## src/assert_macros.svh

```systemverilog
// assertion helpers, sampled on the block clock
`ifndef ASSERT_MACROS_SVH
`define ASSERT_MACROS_SVH

// checked only while out of reset
`define TNF_ASSERT(lbl, prop, msg) \
    lbl: assert property (@(posedge i_clk) disable iff (!i_rst_n) (prop)) else $error(msg);

// checked during reset as well
`define TNF_ASSERT_RST(lbl, prop, msg) \
    lbl: assert property (@(posedge i_clk) (prop)) else $error(msg);

`endif

```

## src/tnf_pkg.sv

```systemverilog
`default_nettype none

package tnf_pkg;

    // widths of the arithmetic path
    typedef logic signed [20:0] t_mc;     // signed millicents
    typedef logic [20:0]        t_res;    // millicents folded into one octave
    typedef logic [29:0]        t_y;      // exponent argument, Q0.30
    typedef logic [30:0]        t_q30;    // ratio, Q1.30
    typedef logic [29:0]        t_base;   // reference in micro-hertz
    typedef logic [5:0]         t_shift;
    typedef logic [23:0]        t_freq;

    typedef enum logic [1:0] {
        REG_REF_A  = 2'd0,
        REG_TEMPER = 2'd1,
        REG_ROOT   = 2'd2,
        REG_DRIVE  = 2'd3
    } t_reg_idx;

    // data that rides alongside the exponential
    typedef struct packed {
        logic [3:0] pc;
        logic [3:0] oct;
        t_shift     sh;
        t_base      b0;
    } t_side;

    localparam t_res        MC_PER_OCTAVE = 21'd1200000;
    localparam t_mc         DETUNE_SCALE  = 21'sd1000;
    localparam logic [16:0] REF_SCALE     = 17'd100000;
    localparam logic [29:0] LN2_Q30       = 30'd744261118;
    localparam t_q30        Q30_ONE       = 31'd1073741824;
    localparam logic [19:0] Y_ROUND       = 20'd600000;
    localparam logic [13:0] Y_DIV         = 14'd9375;
    localparam logic [14:0] Y_DIV2        = 15'd18750;
    localparam logic [31:0] Y_RECIP       = 32'd3752999689;
    localparam logic [8:0]  HALF_MHZ      = 9'd500;
    localparam logic [40:0] SAT_LIMIT     = 41'd16777216000;
    localparam logic [6:0]  MHZ_DIV       = 7'd125;
    localparam logic [31:0] MHZ_RECIP     = 32'd2199023255;
    localparam t_freq       FREQ_MAX      = 24'hFFFFFF;

    localparam int unsigned EXP_TERMS    = 12;
    localparam int unsigned EXP_STEP_LAT = 3;

    localparam t_mc TEMPER_ROM [6][12] = '{
        '{-21'sd900000, -21'sd800000, -21'sd700000, -21'sd600000, -21'sd500000,
          -21'sd400000, -21'sd300000, -21'sd200000, -21'sd100000, 21'sd0,
          21'sd100000, 21'sd200000},
        '{-21'sd889700, -21'sd813700, -21'sd696500, -21'sd579400, -21'sd503400,
          -21'sd386300, -21'sd310200, -21'sd192900, -21'sd117100, 21'sd0,
          21'sd117100, 21'sd193200},
        '{-21'sd888270, -21'sd798045, -21'sd696090, -21'sd594135, -21'sd498045,
          -21'sd390225, -21'sd300000, -21'sd192180, -21'sd96090, 21'sd0,
          21'sd107820, 21'sd203910},
        '{-21'sd893800, -21'sd799900, -21'sd698000, -21'sd596000, -21'sd502100,
          -21'sd393900, -21'sd301900, -21'sd195900, -21'sd98000, 21'sd0,
          21'sd106000, 21'sd198000},
        '{-21'sd905900, -21'sd792200, -21'sd702000, -21'sd611800, -21'sd498100,
          -21'sd407900, -21'sd294200, -21'sd203900, -21'sd113700, 21'sd0,
          21'sd90200, 21'sd203900},
        '{-21'sd891000, -21'sd792000, -21'sd693000, -21'sd594000, -21'sd495000,
          -21'sd396000, -21'sd297000, -21'sd198000, -21'sd99000, 21'sd0,
          21'sd99000, 21'sd198000}
    };

    // unknown temperament rows fall back to equal temperament
    function automatic t_mc temper_lookup(input logic [2:0] sel, input logic [3:0] pc);
        logic [2:0] row;
        logic [3:0] col;
        row = (sel > 3'd5) ? 3'd0 : sel;
        col = (pc > 4'd11) ? 4'd0 : pc;
        return TEMPER_ROM[row][col];
    endfunction

    // floor(2^33 / k) for the divide-by-term step
    function automatic logic [31:0] exp_recip(input int unsigned k);
        logic [31:0] m;
        case (k)
            3:       m = 32'd2863311530;
            4:       m = 32'd2147483648;
            5:       m = 32'd1717986918;
            6:       m = 32'd1431655765;
            7:       m = 32'd1227133513;
            8:       m = 32'd1073741824;
            9:       m = 32'd954437176;
            10:      m = 32'd858993459;
            11:      m = 32'd780903144;
            12:      m = 32'd715827882;
            default: m = 32'd0;
        endcase
        return m;
    endfunction

endpackage

`default_nettype wire

```

## src/tnf_scale.sv

```systemverilog
`default_nettype none

module tnf_scale import tnf_pkg::*; (
    input  wire logic i_clk,
    input  wire logic i_rst_n,
    input  wire logic i_valid,
    input  t_q30      i_ratio,
    input  t_side     i_side,
    input  wire logic i_drive,
    output logic      o_valid,
    output logic [3:0] o_pc,
    output logic [3:0] o_oct,
    output t_freq     o_freq,
    output t_freq     o_drive_speed
);

    // stage m: reference times ratio
    logic        r_vm;
    logic [60:0] r_prod;
    t_shift      r_shm;
    logic [3:0]  r_pcm;
    logic [3:0]  r_octm;

    // stage s: octave shift, rounding offset, saturation
    logic [60:0] shifted;
    logic [40:0] v_round;
    assign shifted = r_prod >> r_shm;
    assign v_round = 41'(shifted[39:0]) + 41'(HALF_MHZ);

    logic        r_vs;
    logic        r_sats;
    logic [30:0] r_v8s;
    logic [3:0]  r_pcs;
    logic [3:0]  r_octs;

    // stage d1: divide by 125 estimate
    logic [62:0] qq_prod;
    assign qq_prod = 63'(r_v8s) * 63'(MHZ_RECIP);

    logic        r_vd;
    logic        r_satd;
    logic [30:0] r_v8d;
    t_freq       r_qqd;
    logic [3:0]  r_pcd;
    logic [3:0]  r_octd;

    // stage d2: correction and output
    logic [30:0] rem_d;
    t_freq       n_freq;
    assign rem_d  = r_v8d - 31'(r_qqd) * 31'(MHZ_DIV);
    assign n_freq = r_satd ? FREQ_MAX : r_qqd + 24'(rem_d >= 31'(MHZ_DIV));

    logic  r_vo;
    t_freq r_freq;
    t_freq r_drive_speed;
    logic [3:0] r_pco;
    logic [3:0] r_octo;

    always_ff @(posedge i_clk) begin
        if (!i_rst_n) begin
            r_vm <= 1'b0;
            r_vs <= 1'b0;
            r_vd <= 1'b0;
            r_vo <= 1'b0;
        end else begin
            r_vm <= i_valid;
            r_vs <= r_vm;
            r_vd <= r_vs;
            r_vo <= r_vd;
        end
    end

    always_ff @(posedge i_clk) begin
        r_prod        <= 61'(i_side.b0) * 61'(i_ratio);
        r_shm         <= i_side.sh;
        r_pcm         <= i_side.pc;
        r_octm        <= i_side.oct;
        r_sats        <= (v_round >= SAT_LIMIT);
        r_v8s         <= v_round[33:3];
        r_pcs         <= r_pcm;
        r_octs        <= r_octm;
        r_satd        <= r_sats;
        r_v8d         <= r_v8s;
        r_qqd         <= qq_prod[61:38];
        r_pcd         <= r_pcs;
        r_octd        <= r_octs;
        r_freq        <= n_freq;
        r_drive_speed <= i_drive ? n_freq : '0;
        r_pco         <= r_pcd;
        r_octo        <= r_octd;
    end

    assign o_valid       = r_vo;
    assign o_pc          = r_pco;
    assign o_oct         = r_octo;
    assign o_freq        = r_freq;
    assign o_drive_speed = r_drive_speed;

endmodule

`default_nettype wire

```

## config.mk

```make
export PLATFORM = sky130hd
export DESIGN_NAME = tnf_scale
export DESIGN_NICKNAME = d
export VERILOG_FILES = /design/src/assert_macros.svh /design/src/tnf_pkg.sv /design/src/tnf_scale.sv
export SDC_FILE = /design/constraint.sdc
export NUM_CORES = 2
export LEC_CHECK = 0
export BUFFER_PORTS_ARGS = -buffer_cell sky130_fd_sc_hd__buf_2
export CORE_UTILIZATION = 44
export DETAILED_ROUTE_END_ITERATION = 8
export PLACE_DENSITY = 0.65
export SETUP_SLACK_MARGIN = 0.1
export SYNTH_ARGS = -nofsm -noshare
export SYNTH_HDL_FRONTEND = slang
export SYNTH_SLANG_ARGS = --single-unit
export TNS_END_PERCENT = 30
```

## constraint.sdc

```tcl
create_clock -name i_clk -period 8.11 [get_ports i_clk]
set_input_delay 0.811 -clock i_clk [delete_from_list [all_inputs] [get_ports i_clk]]
set_output_delay 0.811 -clock i_clk [all_outputs]
set_load 0.01 [all_outputs]
```

# Yosys cells after proc, flatten, opt, wreduce, memory -nomap -nowiden
# Cells that the tools add are included.
word_totals:
  latchBits: 0
  mem_bits_ro: 0
  input_bits: 79
  register_bits: 239
  ramBits: 0
  word_cells: 31
  mem_count: 0
  output_inout_bits: 57
op_classes:
  n_mul: 3
  eq_ne: 0
  div: 0
  n_mux: 1
  order_cmp: 2
  bitwise: 0
  n_addsub: 3
  shift: 1
  reduce_logical: 0
op_table:
  columns: ["cell", "count"]
  rows:
  - ["$mul A31 B32 Y62 const B", 1]
  - ["$mul A30 B31 Y61", 1]
  - ["$shr A61 B6 Y40", 1]
  - ["$add A40 B9 Y41 const B", 1]
  - ["$ge A41 B34 Y1 const B", 1]
  - ["$ge A31 B7 Y1 const B", 1]
  - ["$mul A24 B7 Y31 const B", 1]
  - ["$sub A31 B31 Y31", 1]
  - ["$add A24 B1 Y24", 1]
  - ["$mux W24", 1]

# Longest topological paths before layout
logic_depth:
  ltp_word: 5
  ltp_mapped: 32
  ltp_nobuf: 32

# Least setup slack after synthesis
# Ideal clock, no wire load.
synth_timing:
  path_type: "in2reg"
  start: "in i_side[15] (netlist bit)"
  end: "reg r_prod[58]"
  t_arrival_ns: 8.263
  cell_stages: 29
  setup_ns: 0.123
  t_required_ns: 7.987
  path_buffers: 1
  slack_ns: -0.277
  path_cell_list: "clkbuf_1 > nand2_1 > fa_1 > inv_1 > fa_1 > inv_1 > fa_1 > inv_1 > fa_1 > inv_1 > fa_1 > fa_1 > inv_1 > fa_1 > inv_1 > fa_1 > inv_1 > ha_1 > a21o_1 > a21o_1 > a21oi_1 > or4b_1 > o31a_1 > and3_1 > o41ai_2 > nor2_1 > a2111oi_0 > o21bai_1 > xor2_1"
synth_between:
  elab_chain_cells: 1
synth_lines:
  columns: ["element", "line", "rtl"]
  rows:
  - ["from (decl)", "tnf_scale.sv:8", "input t_side i_side,"]
  - ["$mul A30 B31 Y61", "tnf_scale.sv:74", "r_prod <= 61'(i_side.b0) * 61'(i_ratio);"]
  - ["to (signal assigned)", "tnf_scale.sv:74", null]
  - ["to (decl)", "tnf_scale.sv:19", "logic [60:0] r_prod;"]
# Every way passes these cells.
# A chain may end at the register's enable or synchronous reset.

# Final worst setup path
layout_timing:
  start: "in i_ratio[12]"
  end: "reg r_prod[60]"
layout_between:
  elab_chain_cells: 1
layout_lines:
  columns: ["element", "line", "rtl"]
  rows:
  - ["from (decl)", "tnf_scale.sv:7", "input t_q30 i_ratio,"]
  - ["$mul A30 B31 Y61", "tnf_scale.sv:74", null]
# Every way passes these cells.

==> results_dict.tcl <==
set metrics [dict create \
    min_period_ns 7.91 \
    synth.top_cell.area_share_pct 41.2 \
    worstSetupEndpoint "r_prod[60]" \
    cp_data_arrival_time_ns 8.40 \
    core_um2 137000 \
    setup_violations 0 \
    postSynthCellCount 6436 \
    antenna_left 0 \
    cts_hold_buf 0 \
    synth_nets 8502 \
    cts-buffers-inserted 27 \
    crit_path_start_kind "primary input" \
    syn2layout_area_growth_pct 10.8 \
    yosys-top-cells-area "fa_1 41%, ha_1 15%, inv_1 10%" \
    via_count 43800 \
    synth.avg_cell_area_um2 9.48 \
    critical_path_buf_inv_count 6 \
    rr_worst_depth 29 \
    cp_slowest_cell "fa_1" \
    dr.pass1.iters 5 \
    drt-initial-drc-count 2208 \
    finClkSkew_ns 0.0133 \
    fp.dieW_um 374 \
    antenna_found_initial 6 \
    grt_max_degree 55 \
    fill_cells 12900 \
    cts.sinks 237 \
    dieHeight_um 374 \
    port_buffers 135 \
    clkTransAtPathRegs_ns 0.06 \
    drive_gt1_share_pct 12.4 \
    final_hold_viol_count 0 \
    tightest_slew_ns 0.980 \
    gr-total-overflow 0 \
    grt_pass1_wl_mm 256 \
    hp-class "in -> reg" \
    routed_wl_mm 155 \
    yosysSeqAreaShare_pct 7.77 \
    synth.cell_area_um2 61000 \
    critical-path-top-delay-family "adder cells" \
    finalSetupTns_ns 0 \
    clock_latency_ns 0.59 \
    ys_ff_latch 237 \
    cpMostUsedCell "fa_1" \
    initial_utilization_pct 44.4 \
    yosysTopAreaCell "fa_1" \
    maxSlewHeadroom_pct 34.0 \
    synth_ff_type "dfxtp_1" \
    cts_root_buf "clkbuf_16" \
    grt.total_usage_pct 22.8 \
    synth_top_cells_by_count "1659 x inv_1, 1256 x fa_1, 731 x ha_1" \
    r2r_slack_ns 0.35 \
    outcome "completed" \
    fin_crit_sh_pct 97.5 \
    viasPerCell 5.09 \
    post-place-ws_ns -0.535 \
    crit_start "i_ratio[12]" \
    ctsLongestPathBuffers 3 \
    finalWorstSetupSlack_ns 0.200 \
    synth_cell_types 94 \
    drc 0 \
    grt_pass1_vias 48300 \
    r2r-end "r_qqd[23]" \
    rsz0062_at_grt "yes" \
    dpl.hpwl_mm 138 \
    slew_violations 0 \
    die_area_um2 140000 \
    synth.most_common_cell "inv_1" \
    row_count 136 \
    yosys_warnings 0 \
    path_max_fanout 9 \
    synth_edf_count 0 \
    cp_slowest_stage_delay_ns 0.54 \
    ios 136 \
    ctsHtreeMaxLevel 1 \
    max_freq_ghz 0.126 \
    cp.depth 28 \
    layout.nets 8869 \
    tritoncts "yes" \
    min_from "i_side[37]" \
    gp_congestion 0.977 \
    critPathRequiredTime_ns 8.60 \
    wl_per_cell_um 17.9 \
    drv_cap 0 \
    synth_async_sr_flop_share_pct 0 \
    worstSetupEndpointType "flip-flop" \
    r2r-start "r_v8s[8]" \
    criticalPathCategory "in -> reg" \
]
[cell families (layout without fill, tap and decap cells)]
kind of cell	Yosys count	count (layout)	synth area share [%]
compound gates	490	490	5.42
flops	237	237	7.77
xor+xnor	142	142	2.05
simple gates	1474	1474	11.8
fa+ha+maj	1987	1987	56.2
other cells	0	1	0
buf+inv	1918	2306	12.1
mux	188	188	4.75
[sequential cells by signal (all words and copies together) (netlist names)]
| signal | count |
|---|---|
| r_vm | 1 |
| o_valid | 1 |
| r_v8d | 31 |
| r_octd | 4 |
| r_octm | 4 |
| r_vd | 1 |
| r_satd | 1 |
| r_octs | 4 |
| r_qqd | 24 |
| r_pcm | 4 |
| r_sats | 1 |
| r_pcs | 4 |
| o_pc | 4 |
| r_shm | 6 |
| o_oct | 4 |
| o_freq | 24 |
| r_prod | 59 |
| r_pcd | 4 |
| r_vs | 1 |
| o_drive_speed | 24 |
| r_v8s | 31 |
[worst min path at each step]
stage / endpoint / slack (ns) / cells past startpoint
2_1_floorplan: o_oct[0] / 0.31 / 0
3_3_place_gp: r_pcd[2] / 0.31 / 0
3_5_place_dp: r_pcs[2] / 0.31 / 0
4_1_cts: r_octm[1] / 0.28 / 1
5_1_grt: r_pcm[2] / 0.28 / 1
6_report: r_octm[1] / 0.32 / 1
[metal layers]
metal  GRT usage (%)  part of all wire [%]  vias to the layer above
met4            5.99                   2.9                       12
met2            40.5                    50                     1109
li1                -                     -                    20200
met3            2.71                   5.1                      249
met5               0                 0.045                        -
met1            29.2                    42                    22300
[final cells by class]
class                           instances  area [µm²]  share of cell area, %
Antenna cell                            1        2.50                0.00370
Clock buffer                           30         707                   1.04
Clock inverter                         20         244                  0.361
Inverter                             1662        6240                   9.23
Multi-Input combinational cell       4281       49100                   72.6
Sequential cell                       237        4780                   7.07
Tap cell                             1794        2240                   3.32
Timing Repair Buffer                  594        4290                   6.34
[through the flow]
step | utilization [%] | std cells | hold WS (ns) | area [µm²]
global placement | 48.3 | 8565 | 0.310 | 66500
finish | 49.2 | 8619 | 0.320 | 67700
detailed placement | 48.3 | 8565 | 0.312 | 66500
floorplan | - | 6436 | 0.310 | 61200
global route | 49.2 | 8618 | 0.283 | 67600
CTS | 49.0 | 8615 | 0.283 | 67400
[placed cells by master (no fill, tap or decap), types with 23 or more instances in the layout]
cell type	Yosys	routed
a211oi_1	26	25
a21o_1	71	71
a21oi_1	121	116
and2_1	408	408
buf_2	24	124
buf_4	13	451
clkbuf_16	0	27
dfxtp_1	237	218
fa_1	1256	1254
ha_1	731	727
inv_1	1659	1655
mux2_2	32	32
mux2i_1	76	76
mux4_2	78	78
nand2_1	683	682
nand2b_1	41	41
nand3_1	41	40
nor2_1	139	138
nor2b_1	26	25
nor3_1	33	32
o21ai_0	68	66
o22ai_1	23	23
xnor2_1	98	98
xor2_1	43	43
[timing repair]
item | in CTS | in global routing
pin swaps | 0 | 4
gates resized for setup | 3 | 70
endpoints found under the setup margin | 9 | 46
setup buffers | 0 | 3
Power is not shown: default switching activity piles up to over one toggle a cycle in this logic, so the estimate is an artifact.
